==> src/design/kdbt_pkg.sv <==
// shared types and constants of the keyed denial backoff table
package kdbt_pkg;

	localparam int KEY_W    = 32;
	localparam int TIME_W   = 32;
	localparam int END_W    = 33;
	localparam int CNT_W    = 8;
	localparam int REMAIN_W = 16;
	localparam int SCHED_W  = 16;
	localparam int SCHED_LEN = 6;
	localparam int ADDR_W   = 3;
	localparam int SEL_W    = 3;

	localparam logic [CNT_W-1:0]    COUNT_MAX  = 8'd255;
	localparam logic [REMAIN_W-1:0] REMAIN_MAX = 16'hFFFF;

	// configuration register indexes
	localparam logic [ADDR_W-1:0] REG_AFTER_ONE      = 3'd0;
	localparam logic [ADDR_W-1:0] REG_AFTER_TWO      = 3'd1;
	localparam logic [ADDR_W-1:0] REG_AFTER_THREE    = 3'd2;
	localparam logic [ADDR_W-1:0] REG_AFTER_FOUR     = 3'd3;
	localparam logic [ADDR_W-1:0] REG_AFTER_FIVE     = 3'd4;
	localparam logic [ADDR_W-1:0] REG_AFTER_SIX_PLUS = 3'd5;

	localparam logic [SEL_W-1:0] SEL_LAST = 3'd5;

	localparam logic [SCHED_W-1:0] RST_AFTER_ONE      = 16'd0;
	localparam logic [SCHED_W-1:0] RST_AFTER_TWO      = 16'd0;
	localparam logic [SCHED_W-1:0] RST_AFTER_THREE    = 16'd5;
	localparam logic [SCHED_W-1:0] RST_AFTER_FOUR     = 16'd15;
	localparam logic [SCHED_W-1:0] RST_AFTER_FIVE     = 16'd60;
	localparam logic [SCHED_W-1:0] RST_AFTER_SIX_PLUS = 16'd300;

	typedef enum logic [1:0] {
		ACT_DENY  = 2'd0,
		ACT_CLEAR = 2'd1,
		ACT_QUERY = 2'd2,
		ACT_NOP   = 2'd3
	} action_t;

	typedef logic [SCHED_LEN-1:0][SCHED_W-1:0] sched_t;

	// request token walking down the row of cells
	typedef struct packed {
		logic                vld;
		action_t             action;
		logic [KEY_W-1:0]    key;
		logic [TIME_W-1:0]   now;
		logic                hit;
		logic                created;
		logic                blocked;
		logic [REMAIN_W-1:0] remain;
	} token_t;

endpackage

==> src/design/kdbt_cell.sv <==
// one table entry: holds a key, its denial count and backoff end, and serves the passing token
module kdbt_cell import kdbt_pkg::*; #(
	parameter int INDEX = 0,
	parameter int CW    = 5
) (
	input  logic          clk,
	input  logic          arst_n,
	input  logic          adv,
	input  logic [CW-1:0] used,
	input  sched_t        sched,
	input  token_t        tok_in,
	output token_t        tok_out
);

	logic [KEY_W-1:0] key_q;
	logic [CNT_W-1:0] cnt_q;
	logic [END_W-1:0] end_q;

	logic               occupied, free_slot, match, live, wr_en;
	logic [CNT_W-1:0]   cnt_base, cnt_new;
	logic [SEL_W-1:0]   sel;
	logic [SCHED_W-1:0] wait_s;
	logic [END_W-1:0]   now_ext, end_sum, diff;
	logic [KEY_W-1:0]   key_d;
	logic [CNT_W-1:0]   cnt_d;
	logic [END_W-1:0]   end_d;
	token_t             tok_d;

	assign occupied  = CW'(INDEX) < used;
	assign free_slot = CW'(INDEX) == used;
	assign match     = occupied && (key_q == tok_in.key);
	assign live      = tok_in.vld && !tok_in.hit;

	// a new entry starts from a zero count
	assign cnt_base = match ? cnt_q : '0;
	assign cnt_new  = (cnt_base == COUNT_MAX) ? COUNT_MAX : cnt_base + 1'b1;
	assign sel      = (cnt_new > CNT_W'(SCHED_LEN)) ? SEL_LAST : SEL_W'(cnt_new - 1'b1);
	assign wait_s   = sched[sel];
	assign now_ext  = {1'b0, tok_in.now};
	assign end_sum  = now_ext + {{(END_W-SCHED_W){1'b0}}, wait_s};
	assign diff     = end_q - now_ext;

	always_comb begin
		tok_d = tok_in;
		wr_en = 1'b0;
		key_d = key_q;
		cnt_d = cnt_q;
		end_d = end_q;
		if (live) begin
			unique case (tok_in.action)
				ACT_DENY: begin
					if (match || free_slot) begin
						tok_d.hit     = 1'b1;
						tok_d.created = !match;
						tok_d.remain  = wait_s;
						wr_en = 1'b1;
						key_d = tok_in.key;
						cnt_d = cnt_new;
						end_d = end_sum;
					end
				end
				ACT_CLEAR: begin
					if (match) begin
						tok_d.hit = 1'b1;
						wr_en = 1'b1;
						cnt_d = '0;
						end_d = '0;
					end
				end
				ACT_QUERY: begin
					if (match) begin
						tok_d.hit = 1'b1;
						if (end_q > now_ext) begin
							tok_d.blocked = 1'b1;
							tok_d.remain  = (diff > {{(END_W-REMAIN_W){1'b0}}, REMAIN_MAX})
								? REMAIN_MAX : diff[REMAIN_W-1:0];
						end
					end
				end
				default: ;
			endcase
		end
	end

	always_ff @(posedge clk) begin
		if (adv && wr_en) begin
			key_q <= key_d;
			cnt_q <= cnt_d;
			end_q <= end_d;
		end
	end

	always_ff @(posedge clk or negedge arst_n) begin
		if (!arst_n) begin
			tok_out <= '0;
		end else if (adv) begin
			tok_out <= tok_d;
		end
	end

endmodule

==> config.mk <==
export PLATFORM = sky130hd
export DESIGN_NAME = kdbt_cell
export DESIGN_NICKNAME = d
export VERILOG_FILES = /design/src/design/kdbt_pkg.sv /design/src/design/kdbt_cell.sv
export SDC_FILE = /design/constraint.sdc
export NUM_CORES = 1
export LEC_CHECK = 0
export BUFFER_PORTS_ARGS = -buffer_cell sky130_fd_sc_hd__buf_2
export CORE_UTILIZATION = 55
export DETAILED_ROUTE_END_ITERATION = 10
export PLACE_DENSITY = 0.81
export REMOVE_ABC_BUFFERS = 1
export SETUP_SLACK_MARGIN = 0.05
export SYNTH_ARGS = -nofsm -noshare
export SYNTH_HDL_FRONTEND = slang
export SYNTH_SLANG_ARGS = --single-unit
==> constraint.sdc <==
create_clock -name clk -period 9.8 [get_ports clk]
set_input_delay 1.96 -clock clk [delete_from_list [all_inputs] [get_ports clk]]
set_output_delay 1.96 -clock clk [all_outputs]
set_load 0.005 [all_outputs]
==> qor.csv, run 1 <==
metric,value,unit
synth_top_cell_area_share,19.9,%
r2r-start,key_q[10]$_DFFE_PP_,
timing.critical_path.buf_inv,4,
die_h,144,µm
gp_congestion,0.921,
clock_sinks,159,
place_area,12700,µm²
peakVddDrop,0.128,mV
num_antenna_cells,0,
r2r_setup_slack,2.69,ns
cpPeakStageDelay,0.59,ns
hold_viol,0,
worstSetupEndpointType,flop,
synth_top_family_by_area,compound AO/OA/AOI/OAI gates,
core.rowCount,51,
h-tree-depth,4,
path_max_fanout,10,
grt_overflow_total,0,
cts_setup_buffers,0,
yosysTopAreaCell,edfxtp_1,
muxShareOfSynthArea,13.8,%
fin_ws,1.43,ns
yosys.area_share.simple,14.4,%
min_path_type,flop to flop,
drtIter0Drc,888,
io_pins,276,
clockRootBuffer,clkbuf_16,
final_common_cell,buf_2,
antenna_left,0,
cp.required,9.98,ns
fin_area,13300,µm²
startpoint_type,input port,
reg2reg_depth,28,
grt_pass1_vias,9832,
r2r_end,end_q[18]$_SDFFCE_PP0P_,
worstSkewPairLatency,0.43,ns
dpl_worst_slack,1.08,ns
path_class,input port to flop,
hp-start,tok_out[25]$_DFFE_PN0P_,
grt_pass1_wl,49400,µm
drc,0,
port_buffers,275,
worst_pin_slew,1.35,ns
cts_tree,yes,
synth_area_leaders,"edfxtp_1 (20%), dfrtp_1 (19%), mux2_2 (9.3%), ha_1 (6.1%), mux2i_1 (4.5%)",
whs,0.503,ns
synth_seq_area_share,39.3,%
clkSlewWorstSetupHoldPaths,0.07,ns
antenna_found_initial,0,
cp_slowest_cell,or3_1,
avgSynthCellArea,9.82,µm²
track_usage,31.2,%
fin_nets,1631,
leakagePower,0.00567,µW
slew_headroom,9.35,%
cpMostUsedCell,o21ai_0,
maxSlewViolCount,0,
power,1790,µW
wirelength,32500,µm
synth-main-ff-cell,dfrtp_1,
synth_edf_count,73,
dieWidth,144,µm
synth.distinct_cells,80,
path_delay_family,simple AND/OR/NAND/NOR gates,
power_density,135,nW/µm²
vias,10087,
die_area,20600,µm²
most-common-layout-cells,"buf_2 (273), nor2_1 (105), mux2_2 (91)",
grt_max_degree,67,
synth-compound-area-share,16.2,%
async_flop_share,54.1,%
synth_fa_ha_area_share,6.48,%
syn_inst,1124,
core,19600,µm²
drtPass1Iterations,8,
area.growth.synth_to_final,20.0,%
synthesis.area,11000,µm²
rsz0062_at_grt,false,
synth_xor_area_share,5.31,%
hold-path-cell-count,1,
fmax,120,MHz
cts_hold_buf,0,
outcome,completed,
drive_gt1_share,31.8,%
critPathArrivalTime,8.55,ns
cts_buffers,17,
yosys_warnings,0,
start_util,56.4,%
clk_path_buf_depth,2,
cts_resized,0,
ys_ff_latch,159,
setup_tns,0,ns
dp_hpwl,24000,µm
maxCapViolations,0,
via_per_inst,6.07,
min_period,8.37,ns
setup_viol,0,
fin_crit_sh,85.4,%
wl_per_cell,19.5,µm
cp.depth,29,
min_to,tok_out[25]$_DFFE_PN0P_,
skew,0.0125,ns
## layout make-up
class                   count  area (µm²)
inverters                  67         251
repair buffers            290        1490
fillers                  1551        6330
clock buffers              18         439
multi-input cells         850        6250
flip-flops and latches    159        4340
well taps                 265         332
clock inverters            14         148
## state kept, by name, indices dropped and copies added (netlist names)
| register | cells |
|---|---|
| tok_out | 86 |
| cnt_q | 8 |
| key_q | 32 |
| end_q | 33 |
## stage by stage
step | util (%) | instances
3_5_place_dp | 64.7 | 1631
3_3_place_gp | 64.7 | 1631
5_1_grt | 67.7 | 1663
4_1_cts | 67.7 | 1663
2_1_floorplan | - | 1076
6_report | 67.7 | 1663
## layer usage
layer,vias to the layer above,part of all wire (%),GRT usage [%],routed length (µm)
met3,92,7.8,4.77,2520
met5,-,0,0,0
met2,541,49,53.5,16000
met1,4787,40,38.9,12900
li1,4667,-,-,-
met4,0,3.3,13.6,1080
## report_power, final
group | internal, µW | leakage [µW] | switching, µW
clock network | 366 | 0.000288 | 307
registers | 738 | 0.00166 | 19.0
logic | 162 | 0.00372 | 195
## how the worst max path moves through the flow
stage                     slack (ns)                 endpoint  startpoint
after floorplan                 0.13  end_q[22]$_SDFFCE_PP0P_     used[4]
after global placement          1.24  end_q[18]$_SDFFCE_PP0P_  tok_in[70]
after detailed placement        1.08  end_q[28]$_SDFFCE_PP0P_  tok_in[53]
after CTS                       1.49  end_q[28]$_SDFFCE_PP0P_  tok_in[61]
after global routing            1.01  end_q[28]$_SDFFCE_PP0P_  tok_in[72]
final                           1.43  end_q[18]$_SDFFCE_PP0P_  tok_in[61]
## cell families (layout without fill, tap and decap cells)
family / Yosys count / count (layout)
compound gates: 260 / 260
xor+xnor: 67 / 67
fa+ha+maj: 56 / 56
buf+inv: 115 / 389
flops: 159 / 159
mux: 141 / 141
simple gates: 326 / 326
## synth_stat cells (all sizes together) (4+ instances only)
master and number:
nor2b 9, nand2b 20, and2 9, xor2 47, a21oi 46, o21bai 5
nor3 24, a211oi 6, xnor2 20, ha 54, o21ai 67, or4 6
nand3 23, o31a 5, and3 7, nor4 18, buf 15, a2111oi 4
nand4 5, or3 5, o21a 8, edfxtp 73, nor2 109, mux2 91
o211ai 4, clkbuf 32, a21boi 5, a21o 16, mux2i 50, dfrtp 86
a31oi 37, a221o 16, nand2 77, inv 67, o221ai 18
## worst register-to-register path, delay by kind of cell, from the launching register on
kind / cells / cell delay, ns
fa+ha+maj: 3 / 0.75
buf+inv: 3 / 0.49
flops: 1 / 0.39
simple gates: 8 / 2.29
compound gates: 10 / 2.01
mux: 3 / 0.78
xor+xnor: 1 / 0.16
No activity file was read; power rests on OpenSTA's default activity.
==> run 2, diff against run 1 <==
==> constraint.sdc (replaced) <==
create_clock -name clk -period 10.4 [get_ports clk]
set_input_delay 2.08 -clock clk [delete_from_list [all_inputs] [get_ports clk]]
set_output_delay 2.08 -clock clk [all_outputs]
set_load 0.005 [all_outputs]
==> run 2 against run 1 <==
Net effect: die area unchanged; non-clock buffer count down 2; critical endpoint is now end_q[26]$_SDFFCE_PP0P_; via count down 1.8%; power shrank 6.6%; utilization down 0.10 points; critical path depth down 2; combinational power is 6.7% lower; clock skew is essentially flat; global-route usage shrank 0.084 points; clock power decreased by 7.4%; sequential cell count did not move; final area decreased by 0.15%.
==> qor.csv, run 2 (synthesized netlist as in run 1, its figures left out) <==
metric,value,unit
fin_crit_sh,85.5,%
skew,0.0121,ns
grt_max_degree,70,
grt_overflow_total,0,
area.growth.synth_to_final,19.9,%
maxCapViolations,0,
drtPass1Iterations,5,
wirelength,32000,µm
reg2reg_depth,26,
wl_per_cell,19.3,µm
min_period,8.89,ns
cts_hold_buf,0,
largest_register_ffs,86,
hold_viol,0,
h-tree-depth,4,
hp-start,tok_out[24]$_DFFE_PN0P_,
path_class,input port to flop,
fin_area,13200,µm²
worstSkewPairLatency,0.43,ns
dp.cells,1629,
fmax,112,MHz
place_area,12700,µm²
leakagePower,0.00565,µW
cts_resized,0,
min_to,tok_out[24]$_DFFE_PN0P_,
startpoint_type,input port,
maxSlewViolCount,0,
worstSetupEndpointType,flop,
core.rowCount,51,
cts_buffers,17,
power_density,126,nW/µm²
antenna_found_initial,1,
clockRootBuffer,clkbuf_16,
vias,9906,
drc,0,
antenna_left,0,
final_common_cell,buf_2,
clk_path_buf_depth,2,
grt_pass1_vias,9450,
most-common-layout-cells,"buf_2 (273), nor2_1 (105), mux2_2 (91)",
via_per_inst,5.96,
core,19600,µm²
path_max_fanout,32,
clkSlewWorstSetupHoldPaths,0.06,ns
instances_no_fill,1663,
setup_tns,0,ns
start_util,56.4,%
whs,0.502,ns
slew_headroom,17.4,%
dp_hpwl,23500,µm
largest_register,tok_out,
hold-path-cell-count,1,
io_pins,276,
fin_nets,1629,
clock_sinks,159,
cts_tree,yes,
die_h,144,µm
critPathArrivalTime,9.07,ns
setup_viol,0,
gp_congestion,0.901,
die_area,20600,µm²
cp.required,10.57,ns
port_buffers,275,
worst_pin_slew,1.24,ns
min_path_type,flop to flop,
cts_setup_buffers,0,
top_regs,"tok_out (86), end_q (33), key_q (32)",
r2r-start,key_q[20]$_DFFE_PP_,
r2r_end,end_q[26]$_SDFFCE_PP0P_,
power,1670,µW
drive_gt1_share,31.4,%
grt_pass1_wl,49000,µm
dieWidth,144,µm
track_usage,31.1,%
drtIter0Drc,795,
rsz0062_at_grt,false,
r2r_setup_slack,2.90,ns
peakVddDrop,0.113,mV
outcome,completed,
## run 2: through the flow
stage                     setup WS (ns)  utilization, %
after detailed placement           1.16            64.6
after global placement             1.29            64.6
final                              1.51            67.6
after floorplan                   0.610               -
after CTS                          1.52            67.5
after global routing              0.861            67.5
## run 2: cell type report
cell class                 count  area (µm²)
sequential                   159        4340
timing repair buffer         288        1480
antenna                        2        5.00
clock inverter                10         101
multi-input combinational    850        6250
clock buffer                  22         475
inverter                      67         251
tap                          265         332
fill                        1556        6350
## run 2: where the power goes
part	switching, µW	internal, µW
sequential	17.7	695
combinational	181	151
clock	270	353
## run 2: critical path, cell delays in order
cell	delay, ns
buf_2	0.13
xor2_1	0.15
nor4_1	0.41
nand4_1	0.32
or3_1	0.62
nor2_4	0.17
ha_1	0.15
o21bai_1	0.07
a211o_1	0.35
o21ai_0	0.23
nor3_2	0.05
buf_4	0.30
mux2_2	0.35
nor2b_1	0.13
mux2_2	0.30
inv_1	0.08
fa_1	0.19
nor2b_1	0.06
o21ai_0	0.22
a21boi_0	0.16
o21ai_0	0.26
a21boi_0	0.20
o21ai_0	0.35
nand3_1	0.18
a2111oi_2	1.05
nor3_1	0.17
mux2_2	0.32
## run 2: how the worst max path moves through the flow
| stage | from | end | slack (ns) | cells after the start |
|---|---|---|---|---|
| after global placement | tok_in[71] | end_q[30]$_SDFFCE_PP0P_ | 1.29 | 27 |
| final | tok_in[71] | end_q[26]$_SDFFCE_PP0P_ | 1.51 | 27 |
| after floorplan | used[4] | end_q[22]$_SDFFCE_PP0P_ | 0.61 | 24 |
| after CTS | tok_in[71] | end_q[26]$_SDFFCE_PP0P_ | 1.52 | 27 |
| after global routing | tok_in[71] | end_q[30]$_SDFFCE_PP0P_ | 0.86 | 28 |
| after detailed placement | tok_in[71] | end_q[26]$_SDFFCE_PP0P_ | 1.16 | 27 |
## run 2: metal layers
| metal | global-route usage [%] | routed length [µm] | up-vias |
|---|---|---|---|
| met5 | 0 | 0 | - |
| met4 | 15.2 | 1200 | 0 |
| met3 | 5.56 | 2330 | 88 |
| met2 | 51.9 | 15400 | 451 |
| met1 | 38.9 | 13100 | 4701 |
| li1 | - | - | 4666 |
